## config.mk

```make
export PLATFORM = sky130hd
export DESIGN_NAME = fasta_stream_validator_core
export DESIGN_NICKNAME = d
export VERILOG_FILES = /design/src/hdl/fsv_pkg.sv /design/src/hdl/fsv_parse.sv /design/src/hdl/fsv_out_buf.sv /design/src/hdl/fasta_stream_validator_core.sv
export SDC_FILE = /design/constraint.sdc
export NUM_CORES = 1
export LEC_CHECK = 0
export ABC_AREA = 1
export BUFFER_PORTS_ARGS = -buffer_cell sky130_fd_sc_hd__clkbuf_2
export CAP_MARGIN = 20
export CORE_ASPECT_RATIO = 0.8
export CORE_MARGIN = 5
export CORE_UTILIZATION = 40
export DETAILED_ROUTE_END_ITERATION = 12
export GPL_TIMING_DRIVEN = 0
export PLACE_DENSITY = 0.62
export SLEW_MARGIN = 20
export SYNTH_ARGS = -nofsm -noshare
export SYNTH_HDL_FRONTEND = slang
export SYNTH_HIERARCHICAL = 1
export SYNTH_SLANG_ARGS = --single-unit
```

## constraint.sdc

```tcl
create_clock -name clk -period 4.9 [get_ports clk]
set_clock_uncertainty 0.15 [all_clocks]
set_input_delay 0.98 -clock clk [delete_from_list [all_inputs] [get_ports clk]]
set_output_delay 0.98 -clock clk [all_outputs]
set_load 0.01 [all_outputs]
```

## src/hdl/fsv_pkg.sv

```systemverilog
// Package with the shared types and character codes of the FASTA stream validator.
`timescale 1ns / 1ps

package fsv_pkg;

  localparam logic [7:0] ChGt    = 8'h3E;
  localparam logic [7:0] ChLf    = 8'h0A;
  localparam logic [7:0] ChCr    = 8'h0D;
  localparam logic [7:0] ChSpace = 8'h20;
  localparam logic [7:0] ChTab   = 8'h09;
  localparam logic [7:0] ChNul   = 8'h00;

  typedef enum logic [2:0] {
    ST_VALID     = 3'd0,
    ST_NULL      = 3'd1,
    ST_EMPTY_SEQ = 3'd2,
    ST_EMPTY_HDR = 3'd3,
    ST_DATA_PRE  = 3'd4,
    ST_NO_SEQS   = 3'd5,
    ST_LAST_HDR  = 3'd6
  } status_t;

  typedef enum logic [4:0] {
    MODE_PRE    = 5'b00001,
    MODE_HSTART = 5'b00010,
    MODE_HBODY  = 5'b00100,
    MODE_SEQ    = 5'b01000,
    MODE_DRAIN  = 5'b10000
  } mode_t;

  typedef struct packed {
    logic    valid;
    status_t status;
  } res_t;

  function automatic logic is_eol(input logic [7:0] c);
    return (c == ChLf) || (c == ChCr);
  endfunction

  function automatic logic is_blank(input logic [7:0] c);
    return (c == ChSpace) || (c == ChTab);
  endfunction

endpackage

```

## src/hdl/fsv_parse.sv

```systemverilog
// Parser state and per-byte verdict logic of the FASTA stream validator.
`timescale 1ns / 1ps

module fsv_parse (
  input  logic            clk,
  input  logic            rst_n,
  input  logic            beat_en,
  input  logic [7:0]      byte_value,
  input  logic            last_byte,
  input  logic            allow_empty_hdr,
  output fsv_pkg::res_t   res
);
  import fsv_pkg::*;

  mode_t   mode_r, mode_nxt;
  logic    seen_r, seen_nxt;
  logic    err;
  status_t err_code;
  logic    draining;

  always_comb begin
    mode_nxt = mode_r;
    seen_nxt = seen_r;
    err      = 1'b0;
    err_code = ST_NULL;
    draining = 1'b0;
    res      = '{valid: 1'b0, status: ST_VALID};

    unique case (mode_r)
      MODE_PRE: begin
        if (is_blank(byte_value) || is_eol(byte_value)) begin
          mode_nxt = MODE_PRE;
        end else if (byte_value == ChNul) begin
          err      = 1'b1;
          err_code = ST_NULL;
        end else if (byte_value == ChGt) begin
          seen_nxt = 1'b0;
          mode_nxt = MODE_HSTART;
        end else begin
          err      = 1'b1;
          err_code = ST_DATA_PRE;
        end
      end
      MODE_HSTART: begin
        if (is_eol(byte_value)) begin
          if (allow_empty_hdr) begin
            mode_nxt = MODE_SEQ;
          end else begin
            err      = 1'b1;
            err_code = ST_EMPTY_HDR;
          end
        end else begin
          mode_nxt = MODE_HBODY;
        end
      end
      MODE_HBODY: begin
        if (is_eol(byte_value)) begin
          mode_nxt = MODE_SEQ;
        end
      end
      MODE_SEQ: begin
        if (byte_value == ChNul) begin
          err      = 1'b1;
          err_code = ST_NULL;
        end else if (byte_value == ChGt) begin
          if (!seen_r) begin
            err      = 1'b1;
            err_code = ST_EMPTY_SEQ;
          end else begin
            seen_nxt = 1'b0;
            mode_nxt = MODE_HSTART;
          end
        end else if (!(is_blank(byte_value) || is_eol(byte_value))) begin
          seen_nxt = 1'b1;
        end
      end
      default: begin
        draining = 1'b1;
      end
    endcase

    if (draining) begin
      // Bytes after an error are dropped; the last one rearms the parser.
      if (last_byte) begin
        mode_nxt = MODE_PRE;
        seen_nxt = 1'b0;
      end
    end else if (err) begin
      res = '{valid: 1'b1, status: err_code};
      if (last_byte) begin
        mode_nxt = MODE_PRE;
        seen_nxt = 1'b0;
      end else begin
        mode_nxt = MODE_DRAIN;
      end
    end else if (last_byte) begin
      if (mode_nxt == MODE_PRE) begin
        res = '{valid: 1'b1, status: ST_NO_SEQS};
      end else if (!seen_nxt) begin
        res = '{valid: 1'b1, status: ST_LAST_HDR};
      end else begin
        res = '{valid: 1'b1, status: ST_VALID};
      end
      mode_nxt = MODE_PRE;
      seen_nxt = 1'b0;
    end
  end

  always_ff @(posedge clk) begin
    if (!rst_n) begin
      mode_r <= MODE_PRE;
      seen_r <= 1'b0;
    end else if (beat_en) begin
      mode_r <= mode_nxt;
      seen_r <= seen_nxt;
    end
  end

endmodule

```

## src/hdl/fsv_out_buf.sv

```systemverilog
// Two-entry result buffer that decouples the parser from the result channel.
`timescale 1ns / 1ps

module fsv_out_buf (
  input  logic              clk,
  input  logic              rst_n,
  input  logic              push,
  input  fsv_pkg::status_t  push_status,
  output logic              room,
  output logic              out_valid,
  input  logic              out_stall,
  output fsv_pkg::status_t  out_status
);
  import fsv_pkg::*;

  status_t    mem_r [2];
  logic       rd_ptr_r, rd_ptr_nxt;
  logic       wr_ptr_r, wr_ptr_nxt;
  logic [1:0] cnt_r, cnt_nxt;
  logic       pop;

  assign out_valid  = (cnt_r != 2'd0);
  assign out_status = mem_r[rd_ptr_r];
  assign pop        = out_valid && !out_stall;
  // A slot is free now or is freed by the beat leaving this cycle.
  assign room       = (cnt_r != 2'd2) || pop;

  always_comb begin
    rd_ptr_nxt = rd_ptr_r ^ pop;
    wr_ptr_nxt = wr_ptr_r ^ push;
    cnt_nxt    = cnt_r + {1'b0, push} - {1'b0, pop};
  end

  always_ff @(posedge clk) begin
    if (!rst_n) begin
      rd_ptr_r <= 1'b0;
      wr_ptr_r <= 1'b0;
      cnt_r    <= 2'd0;
    end else begin
      rd_ptr_r <= rd_ptr_nxt;
      wr_ptr_r <= wr_ptr_nxt;
      cnt_r    <= cnt_nxt;
    end
  end

  always_ff @(posedge clk) begin
    if (push) begin
      mem_r[wr_ptr_r] <= push_status;
    end
  end

`ifndef SYNTHESIS
  a_cnt_range: assert property (@(posedge clk) disable iff (!rst_n) cnt_r != 2'd3)
    else $error("result buffer count out of range");
  a_no_overflow: assert property (@(posedge clk) disable iff (!rst_n)
    !(push && (cnt_r == 2'd2) && !pop))
    else $error("result buffer written while full");
  a_pop_count: assert property (@(posedge clk) disable iff (!rst_n)
    (pop && !push) |=> (cnt_r == $past(cnt_r) - 2'd1))
    else $error("result buffer count did not drop on pop");
  a_ptr_gap: assert property (@(posedge clk) disable iff (!rst_n)
    (cnt_r == 2'd0 || cnt_r == 2'd2) |-> (rd_ptr_r == wr_ptr_r))
    else $error("result buffer pointers disagree with count");
`endif

endmodule

```

## src/hdl/fasta_stream_validator_core.sv

```systemverilog
// Top level of the FASTA stream validator: input register, parser and result buffer.
// A result passes from the input register through the parser into the result buffer, which drives out_valid.
// Throughput: one byte per cycle while the result buffer has room; the parser updates its state once per byte.
// The two-entry result buffer keeps input flowing while one result waits.
// Reset (rst_n low, synchronous) empties both registers and returns the parser to
// awaiting the first header with empty headers rejected.
`timescale 1ns / 1ps

module fasta_stream_validator_core (
  input  logic              clk,
  input  logic              rst_n,
  input  logic              in_valid,
  output logic              in_stall,
  input  logic [7:0]        in_byte_value,
  input  logic              in_last_byte,
  output logic              out_valid,
  input  logic              out_stall,
  output fsv_pkg::status_t  out_status,
  input  logic              cfg_valid,
  output logic              cfg_ready,
  input  logic              cfg_allow_empty_hdr
);
  import fsv_pkg::*;

  logic       s1_valid_r, s1_valid_nxt;
  logic [7:0] s1_byte_r;
  logic       s1_last_r;
  logic       skip_r;
  logic       in_accept;
  logic       s1_adv;
  logic       room;
  res_t       res;

  assign cfg_ready = 1'b1;
  assign s1_adv    = s1_valid_r && room;
  assign in_stall  = s1_valid_r && !room;
  assign in_accept = in_valid && !in_stall;

  always_comb begin
    s1_valid_nxt = s1_valid_r;
    if (in_accept) begin
      s1_valid_nxt = 1'b1;
    end else if (s1_adv) begin
      s1_valid_nxt = 1'b0;
    end
  end

  always_ff @(posedge clk) begin
    if (!rst_n) begin
      s1_valid_r <= 1'b0;
      skip_r     <= 1'b0;
    end else begin
      s1_valid_r <= s1_valid_nxt;
      if (cfg_valid && cfg_ready) begin
        skip_r <= cfg_allow_empty_hdr;
      end
    end
  end

  always_ff @(posedge clk) begin
    if (in_accept) begin
      s1_byte_r <= in_byte_value;
      s1_last_r <= in_last_byte;
    end
  end

  fsv_parse u_parse (
    .clk             (clk),
    .rst_n           (rst_n),
    .beat_en         (s1_adv),
    .byte_value      (s1_byte_r),
    .last_byte       (s1_last_r),
    .allow_empty_hdr (skip_r),
    .res             (res)
  );

  fsv_out_buf u_out_buf (
    .clk         (clk),
    .rst_n       (rst_n),
    .push        (s1_adv && res.valid),
    .push_status (res.status),
    .room        (room),
    .out_valid   (out_valid),
    .out_stall   (out_stall),
    .out_status  (out_status)
  );

`ifndef SYNTHESIS
  a_stall_only_full: assert property (@(posedge clk) disable iff (!rst_n)
    in_stall |-> (s1_valid_r && out_valid && out_stall))
    else $error("input stalled without a blocked result");
  a_s1_holds: assert property (@(posedge clk) disable iff (!rst_n)
    (s1_valid_r && !s1_adv) |=> (s1_valid_r && $stable(s1_byte_r) && $stable(s1_last_r)))
    else $error("held input beat changed");
  a_no_stall_empty: assert property (@(posedge clk) disable iff (!rst_n)
    !s1_valid_r |-> !in_stall)
    else $error("input stalled with empty input register");
`endif

endmodule
```

==> run summary <==
number of synthesized flops with an enable pin: 15
Total Die Area: 0.00576 mm2
ratio of routed vias to standard cells: 4.53
Reg clk slew, reported paths: 90 ps
final global-route overflow total: 0
Max Clock Freq: 377 MHz
post-synth net total: 247
part of the cycle the worst path needs: 54.1%
GR Util met3: 3.09%
wire length per cell after detailed routing: 10.5 um
count of cell types in the netlist: 28
minimum period implied by the final worst setup slack: 2650 ps
most heavily used metal layer in global routing: met2
count of endpoints failing hold in the final timing report: 0
combined area of all synthesized cells: 0.00174 mm2
Seq cells post-synth: 28
Iter 0 DRT Violations: 72
# resized after CTS: 0
library cell contributing the largest single delay on the critical path: sky130_fd_sc_hd__clkbuf_2
post-synthesis share of cell area spent on xor and xnor gates: 0%
final routed wirelength across all metal layers: 3240 um
Setup Total Neg Slack: 0 ps
critical path class: primary input to output pin
final routed DRC violation total: 0
worst-skew pair later-pin latency: 270 ps
share of the yosys chip area belonging to registers: 41.0%
Tot GR Track Use: 12.2%
result of the run: finished, final reports clean
Critical Path Fanout Max: 3
area growth from synthesis to final layout: 12.2%
Layout fillers: 405
setup repair after global routing missed its margin: no
P_leak: 0.000912 uW
register-to-register setup slack: 2460 ps
Clock Tree Buf Depth: 2
number of global-route vias before repair: 1267
Worst Setup Start Kind: primary input
H-tree lvl count: 1
core area: 0.00418 mm2
TritonCTS clock tree: done
stage delay of the slowest cell on the critical path: 120 ps
Buffers on Ports: 19
max-slew violation count: 0
antenna diode instance count: 0
depth of the worst hold-timing path: 2
Compound-Gate Fraction of Synth Area: 6.92%
DR vias: 1395
first-pass GRT wire length: 5610 um
number of hold-repair buffers added at the cts stage: 0
Core Rows: 21
post-synthesis share of cell area spent on full adders, half adders and majority gates: 2.88%
most common cell type on the critical path: sky130_fd_sc_hd__clkbuf_2
async set-reset flop share out of synthesis: 0%
worst flop-to-flop path endpoint: u_out_buf/cnt_r[1]
path class of the lowest-slack min-delay path: flip-flop to flip-flop
overall die height: 68.9 um
highest ir drop seen on vdd: 0.174 mV
series of cell instances along the critical path: clkbuf_2 > nand3_1 > inv_1 > nand2_2 > inv_2 > clkbuf_2
die span in x: 83.6 um
max-cap violation count: 0
timing startpoint of the critical path: out_stall
Post-CTS Repair Setup Buffers: 0
basic-gate share of the synthesized area counting and, or, nand and nor cells: 37.4%
worst r2r path cells: 17
initial antenna violation count: 0
number of sinks on the clock net: 28
hold endpoint: u_parse/mode_r[4]
Non-Filler Cell Area, Final: 0.00195 mm2
power density over cell area: 322 mW/mm2
Root Buffer: sky130_fd_sc_hd__clkbuf_8
WP data arrival: 1520 ps
top_reg_cell synth: sky130_fd_sc_hd__edfxtp_1
pin count of the biggest net entering global routing: 16
kind of end point of the critical path: output pin
estimated wirelength of the detail-placed design: 2670 um
number of placed I/O pins: 21
worst reg2reg startpoint: s1_byte_r[7]
global placer's final weighted congestion: 0.879
post-placement cell area: 0.00190 mm2
fin nets: 271
ratio of cells with drive above 1 in the final layout: 23.1%
multiplexer share of the synthesized area: 1.95%
Sequential Area: 711 um2
data required time of the critical path: 3770 ps
Avg Cell Area, Syn: 7.61 um2
area of the multi-input gates: 857 um2
largest family of logic cells by synthesized area: simple AND/OR/NAND/NOR gates
detailed-routing iteration count for the pre-antenna-repair pass: 4
number of CTS-inserted buffers: 3
count of warnings emitted by yosys: 6
number of instances in the synthesized netlist: 228
antenna-violating nets left: 0
initial cell density of the core: 41.5%
met2 Resource Use GR: 18.7%
met1 track utilization from global routing: 17.4%
setup violation total in the final timing report: 0
worst hold path startpoint: u_parse/mode_r[4]
-- Yosys cell counts, types with 2 or more instances --
library cell               count  area share [%]
sky130_fd_sc_hd__nand4_1       9             3.2
sky130_fd_sc_hd__dfxtp_1      13              15
sky130_fd_sc_hd__nor2_4        3             1.9
sky130_fd_sc_hd__nand2_2       6             2.2
sky130_fd_sc_hd__a21oi_1       9             2.6
sky130_fd_sc_hd__nand2_1      49              11
sky130_fd_sc_hd__nor2_2       10             3.6
sky130_fd_sc_hd__edfxtp_1     15              26
sky130_fd_sc_hd__nand3_4       2             2.0
sky130_fd_sc_hd__nand3_2       2             1.2
sky130_fd_sc_hd__o21ai_1       3            0.86
sky130_fd_sc_hd__inv_1        37             8.0
sky130_fd_sc_hd__nor2_1       29             6.3
sky130_fd_sc_hd__inv_2         4            0.86
sky130_fd_sc_hd__nand3_1      13             3.7
sky130_fd_sc_hd__o21ai_0       7             2.0
sky130_fd_sc_hd__mux2_2        3             1.9
sky130_fd_sc_hd__ha_1          4             2.9
-- power breakdown --
part           switching (uW)  internal (uW)
Combinational             126           76.7
Clock                    67.4           58.2
Sequential               19.6            279
Total                     213            414
-- per-layer routing --
layer / routed length (um) / share of wire (%)
met5: 0 / 0
met4: 19 / 0.59
met3: 137 / 4.2
met2: 1330 / 41
met1: 1760 / 54
-- flip-flops by register name, summed over array words and instances, names as in the netlist, named ones only --
register	cells
s1_byte_r	8
u_out_buf/mem_r	6
u_parse/mode_r	5
u_out_buf/cnt_r	2
s1_last_r	1
s1_valid_r	1
skip_r	1
u_out_buf/rd_ptr_r	1
u_out_buf/wr_ptr_r	1
u_parse/seen_r	1
-- logic make-up after synthesis --
family,count (synthesis)
other,1
muxes,3
buffers and inverters,43
DFF,28
adders and majority gates,4
AOI/OAI and AO/OA,22
and+or+nand+nor,127
-- worst max-delay path, delay by kind of cell --
family / cells / cell delay (ps)
buffers and inverters: 4 / 370
and+or+nand+nor: 2 / 170
-- how the worst max path moves through the flow --
| stage | endpoint | slack (ps) |
|---|---|---|
| 6_report | in_stall | 2250 |
| 5_1_grt | in_stall | 2190 |
| 4_1_cts | in_stall | 2240 |
| 3_5_place_dp | in_stall | 2240 |
| 3_3_place_gp | in_stall | 2240 |
| 2_1_floorplan | in_stall | 2530 |
-- placed cells by master, fill, tap and decap left out, types with 2 or more instances in the layout --
master and count:
sky130_fd_sc_hd__a21oi_1 9, sky130_fd_sc_hd__clkbuf_2 19, sky130_fd_sc_hd__clkbuf_8 3, sky130_fd_sc_hd__dfxtp_1 13, sky130_fd_sc_hd__edfxtp_1 15, sky130_fd_sc_hd__ha_1 4
sky130_fd_sc_hd__inv_1 37, sky130_fd_sc_hd__inv_2 4, sky130_fd_sc_hd__mux2_2 3, sky130_fd_sc_hd__nand2_1 49, sky130_fd_sc_hd__nand2_2 6, sky130_fd_sc_hd__nand3_1 13
sky130_fd_sc_hd__nand3_2 2, sky130_fd_sc_hd__nand3_4 2, sky130_fd_sc_hd__nand4_1 9, sky130_fd_sc_hd__nor2_1 29, sky130_fd_sc_hd__nor2_2 10, sky130_fd_sc_hd__nor2_4 3
sky130_fd_sc_hd__o21ai_0 7, sky130_fd_sc_hd__o21ai_1 3
-- stage by stage --
| step | utilization [%] | power, uW | hold slack (ps) | cells | worst slack [ps] |
|---|---|---|---|---|---|
| final | 46.6 | 627 | 334 | 308 | 2250 |
| after global routing | 46.6 | 679 | 357 | 308 | 2190 |
| after CTS | 46.6 | 635 | 340 | 308 | 2240 |
| after detailed placement | 45.5 | 508 | 327 | 304 | 2240 |
| after global placement | 45.5 | 507 | 323 | 304 | 2240 |
| after floorplan | - | 458 | 308 | 228 | 2530 |
-- layout make-up --
cell class	count	share of cell area, %
Sequential cell	28	36.5
Clock buffer	4	2.31
Multi-Input combinational cell	157	44.0
Buffer	1	0.386
Tap cell	57	3.66
Timing Repair Buffer	19	4.88
Inverter	42	8.23
No activity file was read; power rests on OpenSTA's default activity.
